[src/rtl/hkvt_pkg.sv]
// Shared types and constants for the hash keyed value table.
// Beat structs, command codes, slot layout and default sizes.
// No dependencies.
package hkvt_pkg;

    localparam int HASH_W      = 64;
    localparam int TYPE_W      = 3;
    localparam int PAYLOAD_W   = 64;
    localparam int CMD_W       = 2;
    localparam int COUNT_W     = 7;
    localparam int DEF_BUCKETS = 16;
    localparam int DEF_WAYS    = 4;

    localparam logic [CMD_W-1:0] CMD_PUT    = 2'd0;
    localparam logic [CMD_W-1:0] CMD_GET    = 2'd1;
    localparam logic [CMD_W-1:0] CMD_REMOVE = 2'd2;
    localparam logic [CMD_W-1:0] CMD_CLEAR  = 2'd3;

    typedef struct packed {
        logic [CMD_W-1:0]     command;
        logic [HASH_W-1:0]    key_hash;
        logic [TYPE_W-1:0]    value_type;
        logic [PAYLOAD_W-1:0] value_payload;
    } t_in_beat;

    typedef struct packed {
        logic                 found;
        logic [TYPE_W-1:0]    result_type;
        logic [PAYLOAD_W-1:0] result_payload;
        logic [COUNT_W-1:0]   element_count;
        logic                 overflow;
    } t_out_beat;

    typedef struct packed {
        logic [HASH_W-1:0]    hash;
        logic [TYPE_W-1:0]    vtype;
        logic [PAYLOAD_W-1:0] payload;
    } t_slot;

    // Outcome of one command on a bucket row.
    typedef struct packed {
        logic found;
        logic overflow;
        logic inc;          // new entry inserted
        logic dec;          // entry removed
        logic row_write;    // slot data changes
        logic valid_write;  // valid bits change
    } t_row_status;

endpackage

[src/rtl/hkvt_row_update.sv]
// Bucket row logic: hash match across the ways, free-way pick, modified row.
// Purely combinational; sits between the read and write ports.
// Depends on hkvt_pkg.
module hkvt_row_update #(
    parameter int WAYS = hkvt_pkg::DEF_WAYS
) (
    input  logic [hkvt_pkg::CMD_W-1:0]     i_cmd,
    input  logic [hkvt_pkg::HASH_W-1:0]    i_hash,
    input  logic [hkvt_pkg::TYPE_W-1:0]    i_type,
    input  logic [hkvt_pkg::PAYLOAD_W-1:0] i_payload,
    input  hkvt_pkg::t_slot [WAYS-1:0]     i_row,
    input  logic [WAYS-1:0]                i_valid,
    output hkvt_pkg::t_slot [WAYS-1:0]     o_row,
    output logic [WAYS-1:0]                o_valid,
    output logic [hkvt_pkg::TYPE_W-1:0]    o_type,
    output logic [hkvt_pkg::PAYLOAD_W-1:0] o_payload,
    output hkvt_pkg::t_row_status          o_status
);
    import hkvt_pkg::*;

    logic [WAYS-1:0]      hit_oh;
    logic [WAYS-1:0]      free_oh;
    logic                 hit_any;
    logic                 free_any;
    logic [TYPE_W-1:0]    hit_type;
    logic [PAYLOAD_W-1:0] hit_payload;

    // Lowest matching way and lowest free way, as one-hot vectors.
    always_comb begin
        hit_any     = 1'b0;
        free_any    = 1'b0;
        hit_oh      = '0;
        free_oh     = '0;
        hit_type    = '0;
        hit_payload = '0;
        for (int w = 0; w < WAYS; w++) begin
            if (i_valid[w] && i_row[w].hash == i_hash && !hit_any) begin
                hit_oh[w]   = 1'b1;
                hit_any     = 1'b1;
                hit_type    = i_row[w].vtype;
                hit_payload = i_row[w].payload;
            end
            if (!i_valid[w] && !free_any) begin
                free_oh[w] = 1'b1;
                free_any   = 1'b1;
            end
        end
    end

    always_comb begin
        o_row     = i_row;
        o_valid   = i_valid;
        o_type    = '0;
        o_payload = '0;
        o_status  = '0;
        case (i_cmd)
            CMD_PUT: begin
                o_status.found = hit_any;
                if (hit_any) begin
                    o_status.row_write = 1'b1;
                    for (int w = 0; w < WAYS; w++) begin
                        if (hit_oh[w]) begin
                            o_row[w].vtype   = i_type;
                            o_row[w].payload = i_payload;
                        end
                    end
                end else if (free_any) begin
                    o_status.row_write   = 1'b1;
                    o_status.valid_write = 1'b1;
                    o_status.inc         = 1'b1;
                    for (int w = 0; w < WAYS; w++) begin
                        if (free_oh[w]) begin
                            o_row[w]   = '{hash: i_hash, vtype: i_type, payload: i_payload};
                            o_valid[w] = 1'b1;
                        end
                    end
                end else begin
                    o_status.overflow = 1'b1;
                end
            end
            CMD_GET: begin
                o_status.found = hit_any;
                o_type         = hit_type;
                o_payload      = hit_payload;
            end
            CMD_REMOVE: begin
                o_status.found       = hit_any;
                o_status.valid_write = hit_any;
                o_status.dec         = hit_any;
                o_valid              = i_valid & ~hit_oh;
            end
            default: begin
                // clear is handled by the sweep in the controller
                o_status = '0;
            end
        endcase
    end

endmodule

[config.mk]
export PLATFORM = sky130hd
export DESIGN_NAME = hkvt_row_update
export DESIGN_NICKNAME = d
export VERILOG_FILES = /design/src/rtl/hkvt_pkg.sv /design/src/rtl/hkvt_row_update.sv
export SDC_FILE = /design/constraint.sdc
export NUM_CORES = 1
export LEC_CHECK = 0
export BUFFER_PORTS_ARGS = -buffer_cell sky130_fd_sc_hd__buf_2
export CAP_MARGIN = 30
export CORE_AREA = 2 2 488 490
export DETAILED_ROUTE_END_ITERATION = 16
export DIE_AREA = 0 0 490 492
export GPL_ROUTABILITY_DRIVEN = 0
export MAX_ROUTING_LAYER = met4
export PLACE_DENSITY = 0.3
export SLEW_MARGIN = 15
export SYNTH_ARGS = -nofsm -noshare
export SYNTH_HDL_FRONTEND = slang
export SYNTH_SLANG_ARGS = --single-unit
[constraint.sdc]
create_clock -name vclk -period 5.94
set_input_delay 0 -clock vclk [all_inputs]
set_output_delay 0 -clock vclk [all_outputs]
set_load 0.01 [all_outputs]
# After elaboration in Yosys (flattened, before gate mapping)
# Index checks and enable logic that the tools add are counted.
[classes]
n_bitwise = 2
mux = 59
eq_ne = 6
reduce_logical = 20
[ops]
columns = ["cell", "count"]
rows = [
  ["two-way mux 524 bit", 2],
  ["two-way mux 64 bit", 9],
  ["two-way mux 67 bit", 8],
  ["two-way mux 131 bit", 4],
  ["equality test 64 bit", 4],
  ["two-way mux 1 bit", 24],
  ["two-way mux 3 bit", 5],
  ["logical AND 1 bit", 10],
  ["zero test 1 bit", 8],
  ["two-way mux 4 bit", 2],
  ["case mux 4 bit (2 select lines)", 1],
  ["two-way mux 2 bit", 3],
  ["bitwise AND 4 bit", 1],
  ["inverter 4 bit", 1],
  ["OR reduction 3 bit", 1],
  ["equality test 2 x 1 -> 1 bit (second input constant)", 1],
  ["equality test 2 bit (second input constant)", 1],
  ["zero test 2 bit", 1],
  ["case mux 1 bit (2 select lines)", 1],
]
[totals]
word_cells = 87
register_bits = 0

# Logic depth before layout (Yosys ltp)
# Gate-level depths: netlist of run 1.
[depth]
ltp_word = 15
ltp_mapped = 13

# Worst setup path before layout of run 1
# Ideal clock, no wire load.
[synth_timing]
path_kind = "input port to output port"
from = "input port i_hash[53] in the netlist's numbering"
to = "output port o_payload[53] in the netlist's numbering"
stages = 11
arrival_ps = 2816
n_path_buf = 3
t_required_ps = 5940
slack_ps = 3124
cell_sequence = "clkbuf_1 -> xor2_1 -> nor4_1 -> nand4_1 -> nor4_1 -> nand2_1 -> buf_1 -> buf_1 -> mux2i_1 -> a221o_1 -> a21oi_1"
[synth_via]
elab_chain_len = 13
word_cells_on_any_way = 22
[synth_rtl]
columns = ["element", "line", "source"]
rows = [
  ["start: declaration", "hkvt_row_update.sv:8", "input logic [hkvt_pkg::HASH_W-1:0] i_hash,"],
  ["equality test 64 bit", "hkvt_row_update.sv:37", "if (i_valid[w] && i_row[w].hash == i_hash && !hit_any) begin"],
  ["logical AND 1 bit", "hkvt_row_update.sv:37", ""],
  ["two-way mux 1 bit", "hkvt_row_update.sv:37", ""],
  ["zero test 1 bit", "hkvt_row_update.sv:37", ""],
  ["logical AND 1 bit", "hkvt_row_update.sv:37", ""],
  ["two-way mux 1 bit", "hkvt_row_update.sv:37", ""],
  ["zero test 1 bit", "hkvt_row_update.sv:37", ""],
  ["logical AND 1 bit", "hkvt_row_update.sv:37", ""],
  ["two-way mux 1 bit", "hkvt_row_update.sv:37", ""],
  ["zero test 1 bit", "hkvt_row_update.sv:37", ""],
  ["logical AND 1 bit", "hkvt_row_update.sv:37", ""],
  ["two-way mux 64 bit (*)", "hkvt_row_update.sv:37", ""],
  ["two-way mux 64 bit (*)", "hkvt_row_update.sv:56", "case (i_cmd)"],
  ["end: declaration", "hkvt_row_update.sv:16", "output logic [hkvt_pkg::PAYLOAD_W-1:0] o_payload,"],
]
# Mark *: on every way between the ends. The rest lies on a longest branch, timed or not.

# Worst setup path after layout of run 1
[layout_timing]
from = "input port i_hash[61] in the netlist's numbering"
to = "output port o_payload[31] in the netlist's numbering"
# The elaborated chain is that of the path after synthesis.

==> results of run 1 <==
-- final cells by class --
type                       count  area share (%)
antenna                       92          0.9943
timing repair buffer        1317           29.49
multi-input combinational   1324           51.80
tap                         3167           17.11
inverter                      37          0.5998
-- cell usage after synthesis, types with 44 or more instances --
library cell / n / area (um^2)
sky130_fd_sc_hd__xnor2_1: 76 / 665.6
sky130_fd_sc_hd__mux2_2: 414 / 4662
sky130_fd_sc_hd__buf_2: 67 / 335.3
sky130_fd_sc_hd__mux2i_1: 79 / 790.8
sky130_fd_sc_hd__nor2_1: 76 / 285.3
sky130_fd_sc_hd__mux2_1: 68 / 765.7
sky130_fd_sc_hd__and4_1: 68 / 595.6
sky130_fd_sc_hd__clkbuf_1: 107 / 401.6
sky130_fd_sc_hd__a221o_1: 67 / 670.6
sky130_fd_sc_hd__nand2_1: 77 / 289.0
sky130_fd_sc_hd__a21oi_1: 70 / 350.3
sky130_fd_sc_hd__xor2_1: 146 / 1279
sky130_fd_sc_hd__nor4_1: 44 / 275.3
-- power by group --
part / internal [mW] / switching, mW / leakage, nW / total, mW
Clock: 0.00000134 / 0 / 0.000577 / 0.00000134
Combinational: 0.610 / 1.32 / 9.99 / 1.93
Sequential: 0 / 0 / 0 / 0
-- logic make-up (layout without fill, tap and decap cells) --
kind of cell / Yosys count / in the layout / share of synthesized area (%)
AOI/OAI and AO/OA: 177 / 177 / 10.37
xor gates and xnor gates: 222 / 222 / 15.09
buffers and inverters: 228 / 1354 / 7.875
muxes: 591 / 591 / 51.75
other: 0 / 92 / 0
and+or+nand+nor: 334 / 334 / 14.91
-- per-stage QoR --
stage	instances	area, um^2	setup slack (ns)	hold slack [ns]	power, mW
global route	5923	23120	0.7085	0.3402	2.003
floorplan	1552	12890	3.124	0.07747	0.6175
CTS	5845	22920	0.8382	0.3224	1.953
detailed placement	5845	22920	0.8470	0.3133	1.943
finish	5937	23150	0.8937	0.3188	1.933
global placement	5844	22910	0.5303	0.3168	1.958
-- worst max-delay path by stage --
stage                    end  depth (start not counted)
5_1_grt        o_payload[31]                         11
3_5_place_dp   o_payload[31]                         11
4_1_cts        o_payload[31]                         11
2_1_floorplan  o_payload[53]                         11
3_3_place_gp   o_payload[31]                         14
6_report       o_payload[31]                         11
-- worst min-delay path: stages --
cell and delay [ns]:
sky130_fd_sc_hd__buf_2 0.09, sky130_fd_sc_hd__mux2_1 0.11, sky130_fd_sc_hd__buf_2 0.12
-- metal layers --
metal,share of wire (%),GRT usage (%),routed length [um]
met1,40,22.82,98680
met2,47,32.86,115900
met3,12,9.472,29440
met4,2.0,2.959,5106
met5,0,-,0
==> summary.md, run 1 <==
| Metric | Value |
|---|---|
| Drt pass-1 iters | `5` |
| Max frequency | `198.2 MHz` |
| Layout cell share with drive strength beyond 1 | `66.58%` |
| Number of port buffers | `1262` |
| Endpoint required time on the critical path | `5.94 ns` |
| Transition time of the tightest slew-check pin | `1.005 ns` |
| Proportion of synthesized chip area in sequential cells | `0%` |
| Slew Limit Fails | `0` |
| Power density over cell area | `83.51 mW/mm^2` |
| Drt initial violations | `1736` |
| Timing startpoint of the critical path | `i_hash[61]` |
| Number of standard cells after synthesis | `1552` |
| Seq cells | `0` |
| Total Negative Setup Slacks | `0 ns` |
| Global-route wire length before repair | `295800 um` |
| Worst hold start | `i_row[185]` |
| WS Path Type | `input pin to primary output` |
| Slew headroom | `32.55%` |
| Worst setup SP type | `input pin` |
| Number of global-route vias before repair | `19826` |
| All-Layer GR Usage | `20.18%` |
| Area taken by multi-input logic gates | `0.01199 mm^2` |
| Routed len/inst | `41.95 um` |
| Total grt overflow | `0` |
| Cell breakdown of the critical path | `buf_2, xnor2_1, nand4_1, nor4_1, nand4_1, or4_4, nand2b_4, buf_4, a221o_1, a21oi_1, buf_2` |
| Setup-failing EPs final | `0` |
| Via total after detailed routing | `20489` |
| Fin crit period | `5.046 ns` |
| Number of endpoints with negative hold slack in the final report | `0` |
| Detailed placement HPWL | `226700 um` |
| Syn nets | `2213` |
| Total of fill cells in the finished design | `27866` |
| Class of the tightest hold or removal check | `input pin to primary output` |
| # hold bufs at CTS | `0` |
| Area growth syn-to-layout | `79.68%` |
| Via-to-Cell Ratio | `3.451` |
| Width of the chip | `490 um` |
| Largest incremental delay on the critical path | `0.94 ns` |
| Leak Pwr | `9.993 nW` |
| Std-Cell Rows | `179` |
| Hold endpoint | `o_row[185]` |
| Data arrival time of the critical path | `5.05 ns` |
| Unrepaired setup endpoints after global routing | `false` |
| Post-detailed-route DRC marker count | `0` |
| Mean instance size in the synthesized netlist | `8.303 um^2` |
| Number of antenna violations at the first check in global routing | `216` |
| Fin nets | `3341` |
| Max-cap check violation count | `0` |
| Count of buffers added by post-CTS timing repair for setup | `0` |
| Total number of yosys warnings | `0` |
| Share of the cycle needed by the critical path after routing | `84.95%` |
| Most frequent standard cell in the layout excluding fill and tap cells | `sky130_fd_sc_hd__buf_2` |
| Area of the die | `0.2411 mm^2` |
| Crit path max-delay cell type | `sky130_fd_sc_hd__or4_4` |
| Share of the core filled with cells in the final layout | `9.799%` |
| Total of cells resized after clock tree synthesis | `0` |
| DRT Wirelength | `249100 um` |
| Register area | `0 um^2` |
| Remaining antenna violation count | `0` |
| Total standard cell area after synthesis | `0.01289 mm^2` |
| Commonest cells after routing, fill and taps aside | `sky130_fd_sc_hd__buf_2, sky130_fd_sc_hd__mux2_2, sky130_fd_sc_hd__xor2_1` |
| Hold Path Cell Cnt | `3` |
| Crit path buf inv count | `3` |
| Status | `finished, final reports clean` |
| Critical Path Fanout Max | `42` |
| Clock buffer cells | `0` |
| Max IR drop VDD | `0.04252 mV` |
| Area of the core | `0.2363 mm^2` |
| Cell family with the largest share of critical-path delay | `simple AND/OR/NAND/NOR gates` |
| Die H | `492 um` |
| Count of pins on the block boundary | `1262` |
| Count of distinct cell types in the synthesized netlist | `51` |
| CP endpoint kind | `primary output` |
| Starting Density | `5.454%` |
| Pin count of the biggest net entering global routing | `65` |
Power figures use the tool's default switching activity.
==> run 2, diff against run 1 <==
--- a/config.mk
+++ b/config.mk
@@ -7,9 +7,9 @@
 export LEC_CHECK = 0
 export BUFFER_PORTS_ARGS = -buffer_cell sky130_fd_sc_hd__buf_2
 export CAP_MARGIN = 30
-export CORE_AREA = 2 2 488 490
+export CORE_AREA = 2 2 498 500
 export DETAILED_ROUTE_END_ITERATION = 16
-export DIE_AREA = 0 0 490 492
+export DIE_AREA = 0 0 500 502
 export GPL_ROUTABILITY_DRIVEN = 0
 export MAX_ROUTING_LAYER = met4
 export PLACE_DENSITY = 0.3
==> constraint.sdc (replaced) <==
create_clock -name vclk -period 4.35
set_input_delay 0 -clock vclk [all_inputs]
set_output_delay 0 -clock vclk [all_outputs]
set_load 0.01 [all_outputs]
==> run 2 against run 1 <==
Effect of this change:
- utilization increased by 0.16 points
- first-iteration DRC count rose by 12%
- critical path type unchanged
- flip-flop and latch count did not move
- combinational power increased by 41%
- hold slack better by 0.011 ns
- largest cell class unchanged
- non-clock buffer count is 79 higher
- sequential share of layout area stayed put
==> summary.md, run 2 (synthesis gave the netlist of run 1 again) <==
| Metric | Value |
|---|---|
| Std-Cell Rows | `182` |
| Clock buffer cells | `0` |
| Fin nets | `3420` |
| Endpoint required time on the critical path | `4.35 ns` |
| Width of the chip | `500 um` |
| Most frequent standard cell in the layout excluding fill and tap cells | `sky130_fd_sc_hd__buf_2` |
| # hold bufs at CTS | `0` |
| Setup-failing EPs final | `0` |
| Count of pins on the block boundary | `1262` |
| Area of the die | `0.2510 mm^2` |
| Power, Total | `2.721 mW` |
| Area growth syn-to-layout | `89.56%` |
| Transition time of the tightest slew-check pin | `0.9159 ns` |
| Fin crit period | `4.198 ns` |
| Via total after detailed routing | `21134` |
| Slew Limit Fails | `0` |
| Commonest cells after routing, fill and taps aside | `sky130_fd_sc_hd__buf_2, sky130_fd_sc_hd__mux2_2, sky130_fd_sc_hd__xor2_1` |
| Number of port buffers | `1262` |
| Pin count of the biggest net entering global routing | `61` |
| Die H | `502 um` |
| Clock share of power | `0%` |
| Share of the cycle needed by the critical path after routing | `96.51%` |
| Starting Density | `5.254%` |
| Critical path capture point | `o_payload[14]` |
| Seq cells | `0` |
| Via-to-Cell Ratio | `3.493` |
| Max-cap check violation count | `0` |
| Total of fill cells in the finished design | `28808` |
| Unrepaired setup endpoints after global routing | `false` |
| Total Negative Setup Slacks | `0 ns` |
| Max frequency | `238.2 MHz` |
| Share of power burned in combinational logic | `100.0%` |
| Worst setup SP type | `input pin` |
| Timing startpoint of the critical path | `i_hash[58]` |
| Power density over cell area | `111.4 mW/mm^2` |
| Detailed placement HPWL | `235000 um` |
| Internal power | `0.9050 mW` |
| Status | `finished, final reports clean` |
| Switching power total | `1.816 mW` |
| WS Path Type | `input pin to primary output` |
| Class of the tightest hold or removal check | `input pin to primary output` |
| Share of total power in sequential cells | `0%` |
| Worst setup slack after layout | `0.1516 ns` |
| Critical Path Fanout Max | `48` |
| Max IR drop VDD | `0.05912 mV` |
| Drt pass-1 iters | `5` |
| All-Layer GR Usage | `19.95%` |
| Area of the core | `0.2453 mm^2` |
| CP endpoint kind | `primary output` |
| Number of antenna violations at the first check in global routing | `256` |
| Hold Path Cell Cnt | `3` |
| DRT Wirelength | `257100 um` |
| Routed len/inst | `42.49 um` |
| Post-detailed-route DRC marker count | `0` |
| Total grt overflow | `0` |
| Number of global-route vias before repair | `20246` |
| Global-route wire length before repair | `302300 um` |
| Net Sw Frac | `66.74%` |
| Layout cell share with drive strength beyond 1 | `67.61%` |
| Slew headroom | `38.11%` |
| Number of endpoints with negative hold slack in the final report | `0` |
| Count of buffers added by post-CTS timing repair for setup | `0` |
| Leak Pwr | `10.61 nW` |
| Register area | `0 um^2` |
| Data arrival time of the critical path | `4.20 ns` |
| Remaining antenna violation count | `0` |
| Drt initial violations | `1948` |
| Worst slack at placement | `-0.03693 ns` |
-- run 2: cell types whose count changed in the layout (fill, tap and decap cells not counted) --
cell,before,now
sky130_fd_sc_hd__diode_2,92,73
sky130_fd_sc_hd__a21oi_2,0,1
sky130_fd_sc_hd__buf_2,1262,1241
sky130_fd_sc_hd__a21oi_1,70,69
sky130_fd_sc_hd__buf_12,8,56
sky130_fd_sc_hd__buf_4,47,99
sky130_fd_sc_hd__nor3_2,1,2
sky130_fd_sc_hd__nor3_1,1,0
-- run 2: timing repair --
action	4_1_cts	5_1_grt
resized for setup	2	1
endpoints found under the hold margin	0	0
pin swaps	0	1
setup endpoints to repair	1	4
-- run 2: worst max-delay path: stages --
cell and delay, ns:
sky130_fd_sc_hd__buf_2 0.41, sky130_fd_sc_hd__xor2_1 0.13, sky130_fd_sc_hd__nor4_1 0.49, sky130_fd_sc_hd__nand4_1 0.50, sky130_fd_sc_hd__nor4_2 0.43, sky130_fd_sc_hd__buf_4 0.23, sky130_fd_sc_hd__buf_12 0.13, sky130_fd_sc_hd__nand2_4 0.15
sky130_fd_sc_hd__buf_12 0.25, sky130_fd_sc_hd__and4_4 0.20, sky130_fd_sc_hd__buf_12 0.16, sky130_fd_sc_hd__a221o_1 0.35, sky130_fd_sc_hd__a21oi_1 0.39, sky130_fd_sc_hd__buf_2 0.23
-- run 2: cell type report --
type               instances  area (um^2)  share of cell area [%]
diodes                    73        182.7                  0.7478
inverters                 37        138.9                  0.5686
multi-input cells       1324        12000                   49.13
well taps               3220         4029                   16.49
repair buffers          1396         8075                   33.06
-- run 2: worst min-delay path by stage --
stage                     from           to
finish              i_row[170]   o_row[170]
global route        i_row[172]   o_row[172]
CTS                 i_row[170]   o_row[170]
detailed placement  i_row[172]   o_row[172]
global placement    i_row[172]   o_row[172]
floorplan             i_cmd[1]  o_status[5]
-- run 2: layer usage --
metal | GRT usage [%] | vias to the layer above | part of all wire [%]
met5 | - | - | 0
met4 | 2.172 | 0 | 2.2
met3 | 8.978 | 378 | 13
met2 | 30.72 | 1832 | 43
met1 | 24.49 | 10667 | 42
li1 | - | 8257 | -
-- run 2: power by group through the flow --
stage	Sequential, mW	Combinational, mW	Clock (mW)
2_1_floorplan	0	0.843	0
3_3_place_gp	0	2.73	0
3_5_place_dp	0	2.70	0
4_1_cts	0	2.72	0
5_1_grt	0	2.81	0.00000170
6_report	0	2.72	0.00000183
-- run 2: stage by stage --
| stage | cells | utilization (%) | area, um^2 | hold slack (ns) |
|---|---|---|---|---|
| floorplan | 1552 | - | 12890 | 0.07747 |
| global placement | 5974 | 9.872 | 24210 | 0.3340 |
| detailed placement | 5977 | 9.879 | 24230 | 0.3198 |
| CTS | 5977 | 9.883 | 24240 | 0.3275 |
| global route | 6034 | 9.944 | 24390 | 0.3458 |
| finish | 6050 | 9.960 | 24430 | 0.3299 |
